## src/hw/rtl/mux_frame_varint_encoder_core_assert.svh

```systemverilog
// Assertion macros for the frame encoder.
`ifndef MUX_FRAME_VARINT_ENCODER_CORE_ASSERT_SVH
`define MUX_FRAME_VARINT_ENCODER_CORE_ASSERT_SVH

// Same-cycle implication, checked out of reset
`define MFVE_ASSERT_NOW(label, clk, rst, ante, cons) \
  label: assert property (@(posedge clk) disable iff (rst) (ante) |-> (cons)) \
    else $error("mfve assertion failed");

// Next-cycle implication, checked out of reset
`define MFVE_ASSERT_NEXT(label, clk, rst, ante, cons) \
  label: assert property (@(posedge clk) disable iff (rst) (ante) |=> (cons)) \
    else $error("mfve assertion failed");

`endif

```

## src/hw/rtl/mfve_pkg.sv

```systemverilog
`default_nettype none

package mfve_pkg;

  // Largest payload length that a start item may announce
  localparam int unsigned MAX_PAYLOAD = 1048576;

  localparam int unsigned ID_W   = 61;
  localparam int unsigned FLAG_W = 3;
  localparam int unsigned LEN_W  = 21;
  localparam int unsigned HDR_W  = ID_W + FLAG_W;
  localparam int unsigned BYTE_W = 8;

  localparam logic [LEN_W-1:0] MAX_LEN = LEN_W'(MAX_PAYLOAD);

  // Command codes
  localparam logic CMD_START = 1'b0;
  localparam logic CMD_DATA  = 1'b1;

  // What the serialiser is currently emitting
  typedef enum logic [1:0] {
    KIND_PAYLOAD,
    KIND_HEADER,
    KIND_LENGTH
  } kind_t;

  // Work handed from the input stage to the serialiser
  typedef struct packed {
    logic              valid;
    kind_t             kind;
    logic [HDR_W-1:0]  val;
    logic [LEN_W-1:0]  len;
    logic              end_last;
    logic              last;
  } load_t;

  // Serialiser status back to the input stage
  typedef struct packed {
    logic busy;
    logic finishing;
  } ser_status_t;

endpackage

`default_nettype wire

```

## src/hw/rtl/mfve_in_if.sv

```systemverilog
`default_nettype none

interface mfve_in_if;
  logic                           valid;
  logic                           ready;
  logic                           command;
  logic [mfve_pkg::ID_W-1:0]      chan_id;
  logic [mfve_pkg::FLAG_W-1:0]    frame_flag;
  logic [mfve_pkg::LEN_W-1:0]     payload_len;
  logic                           payload_present;
  logic [mfve_pkg::BYTE_W-1:0]    data_byte;

  modport source (
    output valid, command, chan_id, frame_flag, payload_len, payload_present, data_byte,
    input  ready
  );
  modport sink (
    input  valid, command, chan_id, frame_flag, payload_len, payload_present, data_byte,
    output ready
  );
endinterface

`default_nettype wire

```

## src/hw/rtl/mfve_out_if.sv

```systemverilog
`default_nettype none

interface mfve_out_if;
  logic                        valid;
  logic                        ready;
  logic [mfve_pkg::BYTE_W-1:0] out_byte;
  logic                        last_byte;

  modport source (output valid, out_byte, last_byte, input ready);
  modport sink   (input valid, out_byte, last_byte, output ready);
endinterface

`default_nettype wire

```

## src/hw/rtl/mfve_serializer.sv

```systemverilog
`default_nettype none

module mfve_serializer (
  input  wire                    clk,
  input  wire                    rst,
  input  mfve_pkg::load_t        load,
  output mfve_pkg::ser_status_t  status,
  mfve_out_if.source             dout
);

  // Work register
  logic                           w_busy;
  mfve_pkg::kind_t                w_kind;
  logic [mfve_pkg::HDR_W-1:0]     w_val;
  logic [mfve_pkg::LEN_W-1:0]     w_len;
  logic                           w_end_last;
  logic                           w_last;

  // Result register
  logic                           o_valid;
  logic [mfve_pkg::BYTE_W-1:0]    o_byte;
  logic                           o_last;

  logic                           hi_nz;
  logic [mfve_pkg::BYTE_W-1:0]    e_byte;
  logic                           e_last;
  logic                           e_done;
  logic                           emit;

  // One byte from the work register
  always_comb begin
    hi_nz = |w_val[mfve_pkg::HDR_W-1:7];
    case (w_kind)
      mfve_pkg::KIND_PAYLOAD: begin
        e_byte = w_val[mfve_pkg::BYTE_W-1:0];
        e_last = w_last;
        e_done = 1'b1;
      end
      mfve_pkg::KIND_HEADER: begin
        e_byte = {hi_nz, w_val[6:0]};
        e_last = 1'b0;
        e_done = 1'b0;
      end
      mfve_pkg::KIND_LENGTH: begin
        e_byte = {hi_nz, w_val[6:0]};
        e_last = !hi_nz && w_end_last;
        e_done = !hi_nz;
      end
      default: begin
        e_byte = '0;
        e_last = 1'b0;
        e_done = 1'b1;
      end
    endcase
  end

  assign emit             = w_busy && (!o_valid || dout.ready);
  assign status.busy      = w_busy;
  assign status.finishing = emit && e_done;

  // Work register: load, shift on by seven bits, or move to the length varint
  always_ff @(posedge clk) begin
    if (rst) begin
      w_busy <= 1'b0;
    end else if (load.valid) begin
      w_busy <= 1'b1;
    end else if (emit && e_done) begin
      w_busy <= 1'b0;
    end
  end

  always_ff @(posedge clk) begin
    if (load.valid) begin
      w_kind     <= load.kind;
      w_val      <= load.val;
      w_len      <= load.len;
      w_end_last <= load.end_last;
      w_last     <= load.last;
    end else if (emit && !e_done) begin
      if (w_kind == mfve_pkg::KIND_HEADER && !hi_nz) begin
        w_kind <= mfve_pkg::KIND_LENGTH;
        w_val  <= {{(mfve_pkg::HDR_W - mfve_pkg::LEN_W){1'b0}}, w_len};
      end else begin
        w_val  <= w_val >> 7;
      end
    end
  end

  // Result register
  always_ff @(posedge clk) begin
    if (rst) begin
      o_valid <= 1'b0;
    end else if (!o_valid || dout.ready) begin
      o_valid <= emit;
    end
  end

  always_ff @(posedge clk) begin
    if (emit) begin
      o_byte <= e_byte;
      o_last <= e_last;
    end
  end

  assign dout.valid     = o_valid;
  assign dout.out_byte  = o_byte;
  assign dout.last_byte = o_last;

endmodule

`default_nettype wire

```

## src/hw/rtl/mux_frame_varint_encoder_core.sv

```systemverilog
`default_nettype none

// Frame encoder for a stream multiplexer. A start item (command 0) produces
// the header varint ({chan_id, frame_flag}, 1 to 10 bytes) followed by the
// payload length varint (1 to 3 bytes), one byte per cycle on dout while dout
// is ready; the next item is taken in the cycle the start item's last byte
// moves to the result register. A payload item (command 1) inside an open
// frame passes its byte through the serialiser, so payload streams at one
// item per cycle while dout is ready. The frame's final
// byte carries last_byte. Start items announcing more than MAX_PAYLOAD bytes,
// and payload items with no frame open, are taken and dropped. A new start
// abandons an open frame without marking any byte last.
module mux_frame_varint_encoder_core (
  input  wire        clk,
  input  wire        rst,
  mfve_in_if.sink    din,
  mfve_out_if.source dout
);

`include "mux_frame_varint_encoder_core_assert.svh"

  logic [mfve_pkg::LEN_W-1:0] bytes_left;
  logic [mfve_pkg::LEN_W-1:0] bytes_left_next;
  logic                       frame_open;
  logic                       frame_open_next;

  mfve_pkg::load_t            load;
  mfve_pkg::ser_status_t      status;
  logic                       accept;
  logic                       len_ok;
  logic                       has_payload;

  assign din.ready = !status.busy || status.finishing;
  assign accept    = din.valid && din.ready;

  // Decode the item and update the frame state at acceptance
  always_comb begin
    len_ok          = din.payload_len <= mfve_pkg::MAX_LEN;
    has_payload     = din.payload_present && (din.payload_len != '0);
    bytes_left_next = bytes_left;
    frame_open_next = frame_open;
    load.valid      = 1'b0;
    load.kind       = mfve_pkg::KIND_HEADER;
    load.val        = {din.chan_id, din.frame_flag};
    load.len        = din.payload_len;
    load.end_last   = !has_payload;
    load.last       = 1'b0;
    if (accept) begin
      if (din.command == mfve_pkg::CMD_START) begin
        if (len_ok) begin
          load.valid      = 1'b1;
          frame_open_next = has_payload;
          bytes_left_next = has_payload ? din.payload_len : '0;
        end
      end else if (frame_open && bytes_left != '0) begin
        load.valid      = 1'b1;
        load.kind       = mfve_pkg::KIND_PAYLOAD;
        load.val        = {{(mfve_pkg::HDR_W - mfve_pkg::BYTE_W){1'b0}}, din.data_byte};
        load.last       = (bytes_left == mfve_pkg::LEN_W'(1));
        bytes_left_next = bytes_left - mfve_pkg::LEN_W'(1);
        frame_open_next = (bytes_left != mfve_pkg::LEN_W'(1));
      end else begin
        // stray payload item
        bytes_left_next = '0;
        frame_open_next = 1'b0;
      end
    end
  end

  always_ff @(posedge clk) begin
    if (rst) begin
      bytes_left <= '0;
      frame_open <= 1'b0;
    end else begin
      bytes_left <= bytes_left_next;
      frame_open <= frame_open_next;
    end
  end

  mfve_serializer u_ser (
    .clk    (clk),
    .rst    (rst),
    .load   (load),
    .status (status),
    .dout   (dout)
  );

  // Checks
  `MFVE_ASSERT_NOW(a_open_has_count, clk, rst, frame_open, bytes_left != '0)
  `MFVE_ASSERT_NOW(a_count_in_range, clk, rst, 1'b1, bytes_left <= mfve_pkg::MAX_LEN)
  `MFVE_ASSERT_NOW(a_no_overrun, clk, rst, status.busy && din.ready, status.finishing)
  `MFVE_ASSERT_NEXT(a_load_busy, clk, rst, load.valid, status.busy)

endmodule

`default_nettype wire
```

## src/flat_wrapper.sv

```systemverilog
// flat-port wrapper written by rule: the top's interface ports become plain ports
module mux_frame_varint_encoder_core_flat 
  (clk, rst, din_valid, din_command, din_chan_id, din_frame_flag, din_payload_len, din_payload_present, din_data_byte, din_ready, dout_valid, dout_out_byte, dout_last_byte, dout_ready);
  mfve_in_if din_i ();
  mfve_out_if dout_i ();
  input  wire clk;
  input  wire rst;
  input wire logic [$bits(din_i.valid)-1:0] din_valid;
  input wire logic [$bits(din_i.command)-1:0] din_command;
  input wire logic [$bits(din_i.chan_id)-1:0] din_chan_id;
  input wire logic [$bits(din_i.frame_flag)-1:0] din_frame_flag;
  input wire logic [$bits(din_i.payload_len)-1:0] din_payload_len;
  input wire logic [$bits(din_i.payload_present)-1:0] din_payload_present;
  input wire logic [$bits(din_i.data_byte)-1:0] din_data_byte;
  output wire logic [$bits(din_i.ready)-1:0] din_ready;
  output wire logic [$bits(dout_i.valid)-1:0] dout_valid;
  output wire logic [$bits(dout_i.out_byte)-1:0] dout_out_byte;
  output wire logic [$bits(dout_i.last_byte)-1:0] dout_last_byte;
  input wire logic [$bits(dout_i.ready)-1:0] dout_ready;
  assign din_i.valid = din_valid;
  assign din_i.command = din_command;
  assign din_i.chan_id = din_chan_id;
  assign din_i.frame_flag = din_frame_flag;
  assign din_i.payload_len = din_payload_len;
  assign din_i.payload_present = din_payload_present;
  assign din_i.data_byte = din_data_byte;
  assign din_ready = din_i.ready;
  assign dout_valid = dout_i.valid;
  assign dout_out_byte = dout_i.out_byte;
  assign dout_last_byte = dout_i.last_byte;
  assign dout_i.ready = dout_ready;
  mux_frame_varint_encoder_core u_core (.clk(clk), .rst(rst), .din(din_i), .dout(dout_i));
endmodule
```

## config.mk

```make
export PLATFORM = sky130hd
export DESIGN_NAME = mux_frame_varint_encoder_core_flat
export DESIGN_NICKNAME = d
export VERILOG_FILES = /design/src/hw/rtl/mfve_pkg.sv /design/src/hw/rtl/mfve_in_if.sv /design/src/hw/rtl/mfve_out_if.sv /design/src/hw/rtl/mfve_serializer.sv /design/src/hw/rtl/mux_frame_varint_encoder_core.sv /design/src/flat_wrapper.sv
export VERILOG_INCLUDE_DIRS = /design/src /design/src/hw/rtl
export SDC_FILE = /design/constraint.sdc
export NUM_CORES = 1
export LEC_CHECK = 0
export BUFFER_PORTS_ARGS = -buffer_cell sky130_fd_sc_hd__buf_2
export CAP_MARGIN = 20
export CORE_AREA = 3 3 143 89
export DETAILED_ROUTE_END_ITERATION = 12
export DIE_AREA = 0 0 146 92
export PLACE_DENSITY = 0.72
export SYNTH_ARGS = -nofsm -noshare
export SYNTH_HDL_FRONTEND = slang
export SYNTH_SLANG_ARGS = --single-unit
```

## constraint.sdc

```tcl
create_clock -name clk -period 12.5 [get_ports clk]
set_input_delay 0.625 -clock clk [delete_from_list [all_inputs] [get_ports clk]]
set_output_delay 0.625 -clock clk [all_outputs]
set_load 0.01 [all_outputs]
```

==> impl_metrics.ini, run 1 <==
[critical_path]
r2r-end = u_core.u_ser.w_val[33]
end_kind = flip-flop
setup.worst_path.start = u_core.u_ser.w_val[36]
r2r_cells = 6
critPathArrivalTime_ps = 3890
path_class = reg2reg
rrSetupSlack_ps = 8850
critPathBufInv = 0
crit_slowest_cell = a21oi_4
cp_cell_sequence = nor4_1 -> nand4_1 -> nor4_4 -> o21ai_2 -> a21oi_4 -> a22o_1
critPathTopFamily = compound AO/OA/AOI/OAI gates
critPathMaxStageDelay_ps = 940
start_kind = flip-flop
cp.depth = 6
cp-endpoint = u_core.u_ser.w_val[33]
cp_max_fo = 44
rr_startpoint = u_core.u_ser.w_val[36]
required_ps = 12740

[grt]
grt_max_degree = 67
grt_use_met2_pct = 31.23
grt_pass1_wl_microns = 23290
grt_pass1_vias = 4218
antenna_found_initial = 0
busiest_layer = met1
grt.total_usage_pct = 22.69
overflow = 0
met1_usage_pct = 34.02
grtUsageMet3_pct = 8.148

[drt]
drc = 0
totalWireLength_microns = 15270
via_per_inst = 5.970
drt_first_pass_iters = 6
drtIter0Drc = 537
ant_nets = 0
vias = 4543
wire_per_inst_microns = 20.06

[clocking]
cts_resized = 0
insertion_delay_ps = 400
h-tree-depth = 4
postCtsHoldBufs = 0
clockBufferDepth = 2
cts.sinks = 122
postCtsSetupBuffers = 0
cts_tree = yes
numCtsBuffers = 17
clk_pin_slew_ps = 50
clockRootBuffer = clkbuf_16

[power_and_ir_drop]
powerDensity_nw_per_um2 = 152.7
combPwrFrac_pct = 12.1
cellLeakagePower_nw = 2.592
seq_power_share_pct = 46.9
ir_drop_v = 0.0001160
p_sw_share_pct = 24.61
intPower_uw = 793.5
pwr-share-clk_pct = 41.0
power_switching_uw = 259.0

[placement]
placedCellCount = 728
io_buffers = 109
gp_congestion = 0.9093
post-dp-hpwl_microns = 10770

[sta]
setup_viol = 0
drv_slew = 0
fin_crit_ps = 3646
fin_setup_tns_ps = 0
fmax_mhz = 274.3
fin_crit_sh_pct = 29.17
hold_viol_final = 0
skew_ps = 9.456
worst_pin_slew_ps = 1121
whs_ps = 427.8
slew_headroom_pct = 25.25
grt_setup_unrepaired = no

[floorplan]
io_pins = 110
start_util_pct = 50.45
die-area_sq_um = 13430
placementRows = 30
dieWidth_microns = 146
core_sq_um = 11370
die_h_microns = 92

[finish]
drive_gt1_share_pct = 24.46
layout_commonest_cell = buf_2
area_delta_synth_final_pct = 20.13
num_antenna_cells = 0
final_util_pct = 60.61
nets = 694
layout_common_cells = buf_2 (109), edfxtp_1 (98), a21oi_1 (66), a22o_1 (39), nor2_1 (34)
final_cells = 761

[synthesis]
ys_ff_latch = 122
avgSynthCellArea_sq_um = 11.90
synthCells = 482
synth-edff-count = 98
synth_ff_type = edfxtp_1
yosysWarnings = 0
netlist_area_sq_um = 5738
syn_nets = 588
async_flop_share_pct = 0
synth_cell_types = 49
ys_seq_area_share_pct = 59.66

[flow_run]
drv_cap = 0

[outcome]
status = finished, final reports clean

[min_path]
min-delay-path-class = in2reg
-- metal layers --
layer | share of wire [%] | wire, microns | vias up
li1 | - | - | 2102
met1 | 45 | 6888 | 2189
met2 | 43 | 6543 | 241
met3 | 11 | 1699 | 11
met4 | 0.88 | 134 | 0
met5 | 0 | 0 | -
-- logic make-up (layout without fill, tap and decap cells) --
logic type | count (synthesis) | count (layout) | synth area share, %
AO/OA/AOI/OAI | 159 | 159 | 18.80
XOR/XNOR | 5 | 5 | 0.7632
adder cells (fa/ha/maj) | 7 | 7 | 1.526
buffers and inverters | 37 | 156 | 3.729
flip-flops | 122 | 122 | 59.66
multiplexers | 16 | 16 | 2.791
AND/OR/NAND/NOR | 136 | 136 | 12.73
-- cell type report --
cell class	instances	area (sq um)
Inverter	10	40.04
Fill cell	914	4481
Clock inverter	11	80.08
Clock buffer	21	440.4
Sequential cell	122	3423
Timing Repair Buffer	114	583.1
Tap cell	160	200.2
Multi-Input combinational cell	323	2126
-- power groups by stage --
stage	sequential (mW)	combinational (mW)	clock, mW
6_report	0.494	0.128	0.431
3_5_place_dp	0.500	0.125	0
4_1_cts	0.493	0.126	0.437
5_1_grt	0.496	0.140	0.458
3_3_place_gp	0.500	0.122	0
2_1_floorplan	0.496	0.0834	0
-- worst min-delay path by stage --
stage | from | endpoint | cells past startpoint
floorplan | u_core.bytes_left[15] | u_core.bytes_left[15] | 2
global placement | u_core.bytes_left[8] | u_core.bytes_left[8] | 2
detailed placement | u_core.bytes_left[15] | u_core.bytes_left[15] | 2
CTS | din_payload_len[10] | u_core.u_ser.w_len[10] | 1
global route | din_payload_len[12] | u_core.u_ser.w_len[12] | 1
finish | din_payload_len[10] | u_core.u_ser.w_len[10] | 1
-- cells in the mapped netlist, types with 2 or more instances --
cell / n / area (sq um)
nor4_1: 22 / 137.6
a21oi_1: 66 / 330.3
nand3_1: 4 / 20.02
nand2b_1: 2 / 12.51
nand4_1: 10 / 62.56
nand2_1: 20 / 75.07
buf_6: 7 / 78.83
buf_2: 4 / 20.02
o21ai_0: 15 / 75.07
mux2i_1: 16 / 160.2
and2_1: 16 / 100.1
nor2_1: 34 / 127.6
a211oi_1: 4 / 30.03
edfxtp_1: 98 / 2943
nor4_2: 2 / 25.02
o31a_1: 2 / 17.52
a32o_1: 6 / 60.06
nor2b_1: 5 / 31.28
ha_1: 7 / 87.58
xor2_1: 4 / 35.03
o21a_1: 4 / 30.03
a221oi_1: 6 / 52.55
nor3_1: 14 / 70.07
o21ai_1: 2 / 10.01
clkbuf_1: 12 / 45.04
o31ai_1: 4 / 30.03
dfxtp_1: 24 / 480.5
inv_1: 9 / 33.78
a22o_1: 39 / 341.6
buf_4: 4 / 30.03
or4_1: 2 / 15.01
-- sequential cells by signal (all words and copies together), names as in the netlist --
signal and cells:
u_core.u_ser.dout.last_byte 1, u_core.bytes_left 21, u_core.frame_open 1, u_core.u_ser.w_len 21
u_core.u_ser.w_kind 2, u_core.u_ser.dout.valid 1, u_core.u_ser.w_val 64, u_core.u_ser.w_last 1
u_core.u_ser.dout.out_byte 8, u_core.u_ser.w_end_last 1, u_core.u_ser.w_busy 1
-- per-stage QoR --
step	power [mW]	area, sq um	setup slack, ps
floorplan	0.5799	5738	6052
global placement	0.6221	6365	8801
detailed placement	0.6249	6365	8722
CTS	1.056	6885	8815
global route	1.093	6893	8518
finish	1.053	6893	8854
Note: power is estimated with default switching activity, not from simulation.
==> inputs of run 2 (changes only) <==
--- a/config.mk
+++ b/config.mk
@@ -11,7 +11,7 @@
 export CORE_AREA = 3 3 143 89
 export DETAILED_ROUTE_END_ITERATION = 12
 export DIE_AREA = 0 0 146 92
-export PLACE_DENSITY = 0.72
+export PLACE_DENSITY = 0.75
 export SYNTH_ARGS = -nofsm -noshare
 export SYNTH_HDL_FRONTEND = slang
 export SYNTH_SLANG_ARGS = --single-unit
==> constraint.sdc (replaced) <==
create_clock -name clk -period 3.32 [get_ports clk]
set_input_delay 0.166 -clock clk [delete_from_list [all_inputs] [get_ports clk]]
set_output_delay 0.166 -clock clk [all_outputs]
set_load 0.01 [all_outputs]
==> impl_metrics.ini, run 2 (same netlist as run 1, synthesis figures left out) <==
[outcome]
status = finished, final reports clean

[floorplan]
die_h_microns = 92
placementRows = 30
io_pins = 110
start_util_pct = 50.45
die-area_sq_um = 13430
dieWidth_microns = 146
core_sq_um = 11370

[min_path]
hold_path_end = u_core.u_ser.w_val[58]
hold_path_depth = 2
hold_path.startpoint = din_chan_id[55]
min-delay-path-class = in2reg

[finish]
final_cells = 793
biggestRegsByFlops = u_core.u_ser.w_val (64), u_core.bytes_left (21), u_core.u_ser.w_len (21)
final_util_pct = 64.39
num_antenna_cells = 0
top_register = u_core.u_ser.w_val
drive_gt1_share_pct = 25.91
layout_commonest_cell = buf_2
layout_common_cells = buf_2 (109), edfxtp_1 (98), a21oi_1 (66), a22o_1 (39), nor2_1 (34)
area_delta_synth_final_pct = 27.63
largest_register_ffs = 64
nets = 726

[grt]
antenna_found_initial = 0
grt_pass1_vias = 4585
overflow = 0
grt_pass1_wl_microns = 24480
grt.total_usage_pct = 23.47
grt_max_degree = 45

[drt]
drt_first_pass_iters = 5
via_per_inst = 6.009
vias = 4765
drtIter0Drc = 600
wire_per_inst_microns = 19.62
ant_nets = 0
drc = 0
totalWireLength_microns = 15560

[critical_path]
critPathArrivalTime_ps = 3040
cp_cell_sequence = nor4_1 -> nand4_1 -> nor4_4 -> buf_4 -> o211ai_1 -> buf_4 -> mux2i_1 -> mux2i_1
cp_max_fo = 19
critPathMaxStageDelay_ps = 490
r2r-end = u_core.u_ser.w_val[5]
end_kind = flip-flop
path_class = reg2reg
required_ps = 3470
start_kind = flip-flop
rr_startpoint = u_core.u_ser.w_val[50]
crit_slowest_cell = nor4_1
r2r_cells = 8
rrSetupSlack_ps = 440

[clocking]
insertion_delay_ps = 420
numCtsBuffers = 17
clockBufferDepth = 2
cts_tree = yes
cts_resized = 0
h-tree-depth = 4
cts.sinks = 122
postCtsSetupBuffers = 0
clk_pin_slew_ps = 60
clockRootBuffer = clkbuf_16
postCtsHoldBufs = 21

[placement]
io_buffers = 109
gp_congestion = 0.8488
post-dp-hpwl_microns = 11140
placedCellCount = 739

[power_and_ir_drop]
pwr-share-clk_pct = 43.9
combPwrFrac_pct = 12.5
cellLeakagePower_nw = 2.788
ir_drop_v = 0.0004590
power_switching_mw = 1.059
powerDensity_nw_per_um2 = 580.9
intPower_mw = 3.195
p_sw_share_pct = 24.90
seq_power_share_pct = 43.6

[sta]
fmax_mhz = 346.8
fin_crit_sh_pct = 86.86
drv_slew = 0
fin_crit_ps = 2884
whs_ps = 19.57
hold_viol_final = 0
setup_viol = 0
worst_pin_slew_ps = 924.0
grt_setup_unrepaired = no
slew_headroom_pct = 38.27
skew_ps = 7.743
fin_setup_tns_ps = 0

[flow_run]
drv_cap = 0
-- run 2: how the worst max path moves through the flow --
stage / from / to / cells past startpoint
after floorplan: u_core.u_ser.w_kind[0] / u_core.u_ser.w_kind[0] / 5
after global placement: u_core.u_ser.w_val[50] / u_core.u_ser.w_val[7] / 8
after detailed placement: u_core.u_ser.w_val[33] / u_core.u_ser.w_val[5] / 8
after CTS: u_core.u_ser.w_val[33] / u_core.u_ser.w_val[6] / 8
after global routing: u_core.u_ser.w_val[8] / u_core.u_ser.w_val[6] / 8
final: u_core.u_ser.w_val[50] / u_core.u_ser.w_val[5] / 8
-- run 2: area by class of cell --
| class | count | area (sq um) |
|---|---|---|
| clock inverters | 15 | 175.2 |
| clock buffers | 17 | 425.4 |
| flip-flops and latches | 122 | 3423 |
| multi-input cells | 323 | 2126 |
| fillers | 870 | 4050 |
| repair buffers | 146 | 933.4 |
| inverters | 10 | 40.04 |
| well taps | 160 | 200.2 |
-- run 2: stage by stage --
stage	setup WS, ps	total power [mW]	area (sq um)
after floorplan	118.0	2.178	5752
after global placement	514.7	2.358	6485
after detailed placement	506.5	2.377	6485
after CTS	472.4	4.251	7296
after global routing	338.3	4.394	7323
final	436.2	4.254	7323
-- run 2: metal layers --
| layer | global-route usage (%) | part of all wire [%] |
|---|---|---|
| met4 | 7.668 | 1.9 |
| met5 | 0 | 0 |
| met3 | 5.877 | 9.7 |
| met2 | 33.05 | 43 |
| met1 | 35.44 | 45 |
-- run 2: worst max-delay path, delay by kind of cell (launching register included) --
| kind | cells | cell delay (ps) |
|---|---|---|
| AND/OR/NAND/NOR | 3 | 1190 |
| flip-flops | 1 | 420 |
| multiplexers | 2 | 340 |
| buffers and inverters | 2 | 510 |
| AO/OA/AOI/OAI | 1 | 150 |
-- run 2: power groups by stage --
| stage | registers, mW | logic (mW) | clock network, mW |
|---|---|---|---|
| detailed placement | 1.88 | 0.494 | 0 |
| CTS | 1.85 | 0.516 | 1.88 |
| finish | 1.85 | 0.530 | 1.87 |
| floorplan | 1.86 | 0.316 | 0 |
| global placement | 1.88 | 0.479 | 0 |
| global route | 1.86 | 0.582 | 1.95 |
==> inputs of run 3 (changes only) <==
--- a/config.mk
+++ b/config.mk
@@ -11,6 +11,7 @@
 export CORE_AREA = 3 3 143 89
 export DETAILED_ROUTE_END_ITERATION = 12
 export DIE_AREA = 0 0 146 92
+export GPL_TIMING_DRIVEN = 0
 export PLACE_DENSITY = 0.75
 export SYNTH_ARGS = -nofsm -noshare
 export SYNTH_HDL_FRONTEND = slang
==> impl_metrics.ini, run 3 (same netlist as run 1, synthesis figures left out) <==
[outcome]
status = finished, final reports clean

[finish]
biggestRegsByFlops = u_core.u_ser.w_val (64), u_core.bytes_left (21), u_core.u_ser.w_len (21)
layout_commonest_cell = buf_2
num_antenna_cells = 0
top_register = u_core.u_ser.w_val
fillers = 882
drive_gt1_share_pct = 25.70
largest_register_ffs = 64
fin_area_sq_um = 7366
nets = 739
area_delta_synth_final_pct = 28.37
layout_common_cells = buf_2 (112), edfxtp_1 (98), a21oi_1 (66), a22o_1 (39), nor2_1 (34)

[sta]
hold_viol_final = 0
drv_slew = 0
grt_setup_unrepaired = no
worst_pin_slew_ps = 991.0
fin_crit_ps = 3252
fmax_mhz = 307.5
fin_crit_sh_pct = 97.94
skew_ps = 7.586
slew_headroom_pct = 33.93
fin_ws_ps = 68.31
setup_viol = 0

[critical_path]
start_kind = flip-flop
r2r-end = u_core.u_ser.w_val[50]
critPathMaxStageDelay_ps = 610
critPathMostFrequentCell = buf_16
cp_max_fo = 18
critPathArrivalTime_ps = 3380
critPathTopFamily = simple AND/OR/NAND/NOR gates
path_class = reg2reg
cp_cell_sequence = nor4_1 -> nand4_1 -> nor4_4 -> o221ai_2 -> buf_4 -> o31ai_4 -> buf_16 -> buf_16
r2r_cells = 8
required_ps = 3440
end_kind = flip-flop
rr_startpoint = u_core.u_ser.w_val[35]
critPathBufInv = 3
crit_slowest_cell = nor4_4
rrSetupSlack_ps = 70

[grt]
overflow = 0
grt_pass1_wl_microns = 25110
grt_max_degree = 33
grt.total_usage_pct = 24.54
antenna_found_initial = 1
grt_pass1_vias = 4641

[floorplan]
dieWidth_microns = 146
io_pins = 110
die_h_microns = 92
core_sq_um = 11370
placementRows = 30
die-area_sq_um = 13430
start_util_pct = 50.45

[clocking]
cts_tree = yes
h-tree-depth = 4
postCtsHoldBufs = 21
insertion_delay_ps = 420
cts.sinks = 122
cts_resized = 0
clockRootBuffer = clkbuf_16
postCtsSetupBuffers = 0
clockBufferDepth = 2
clk_pin_slew_ps = 60
numCtsBuffers = 17

[min_path]
hold_path_end = u_core.u_ser.w_val[63]
hold_path.startpoint = din_chan_id[60]
hold_path_depth = 2
min-delay-path-class = in2reg

[drt]
drt_first_pass_iters = 5
drtIter0Drc = 558
totalWireLength_microns = 16500
vias = 4851
ant_nets = 0
via_per_inst = 6.019
drc = 0
wire_per_inst_microns = 20.47

[placement]
io_buffers = 108
gp_congestion = 0.9003
place_area_sq_um = 6575
place_ws_ps = 141.7
post-dp-hpwl_microns = 12330

[power_and_ir_drop]
ir_drop_v = 0.0003985
total_power_mw = 4.213
cellLeakagePower_nw = 2.796
powerDensity_nw_per_um2 = 571.9

[flow_run]
drv_cap = 0
-- run 3: changes by cell type in the layout (fill, tap and decap cells not counted), moves of 2 or more --
cell        delta
clkbuf_1      +13
clkinvlp_4     +3
buf_16         +2
inv_6          -2
buf_2          +3
buf_12         -3
clkinv_1       -2
buf_6          +7
buf_4          -8
-- run 3: metrics by stage --
stage / utilization (%) / hold slack [ps] / setup TNS [ps] / cells
final: 64.76 / 24.39 / 0 / 806
after floorplan: - / 264.9 / 0 / 482
after global placement: 57.08 / 389.2 / -28750 / 750
after global routing: 64.76 / 26.69 / 0 / 806
after detailed placement: 57.81 / 387.6 / 0 / 753
after CTS: 64.76 / 17.03 / 0 / 806
-- run 3: where the power goes --
| group | internal [mW] | total, mW | switching [mW] |
|---|---|---|---|
| Sequential | 1.79 | 1.86 | 0.0670 |
| Clock | 1.10 | 1.81 | 0.702 |
| Combinational | 0.235 | 0.551 | 0.316 |
| Total | 3.13 | 4.21 | 1.09 |
-- run 3: layer usage --
metal	vias to the layer above	GRT usage, %	wire length [microns]
li1	2197	-	-
met1	2292	36.42	7153
met2	321	32.97	6775
met3	39	8.741	2261
met4	2	8.685	291
met5	-	0	13
-- run 3: layout make-up --
| cell class | count | area (sq um) | share of cell area [%] |
|---|---|---|---|
| sequential | 122 | 3423 | 46.48 |
| buffer | 27 | 173.9 | 2.361 |
| timing repair buffer | 132 | 833.3 | 11.31 |
| clock inverter | 14 | 151.4 | 2.055 |
| clock buffer | 18 | 429.2 | 5.826 |
| inverter | 10 | 40.04 | 0.5436 |
| multi-input combinational | 323 | 2115 | 28.71 |
| tap | 160 | 200.2 | 2.718 |
-- run 3: how the worst max path moves through the flow --
| stage | from | end | cells after the start |
|---|---|---|---|
| after global placement | u_core.u_ser.w_kind[0] | u_core.u_ser.w_kind[0] | 5 |
| after global routing | u_core.u_ser.w_val[36] | u_core.u_ser.w_val[50] | 8 |
| final | u_core.u_ser.w_val[35] | u_core.u_ser.w_val[50] | 8 |
| after detailed placement | u_core.u_ser.w_val[35] | u_core.u_ser.w_val[58] | 8 |
| after floorplan | u_core.u_ser.w_kind[0] | u_core.u_ser.w_kind[0] | 5 |
| after CTS | u_core.u_ser.w_val[35] | u_core.u_ser.w_val[49] | 8 |
-- run 3: worst register-to-register path, stage by stage (launching register included) --
cell	delay, ps
edfxtp_1	400
nor4_1	520
nand4_1	340
nor4_4	610
o221ai_2	190
buf_4	230
o31ai_4	250
buf_16	240
buf_16	170
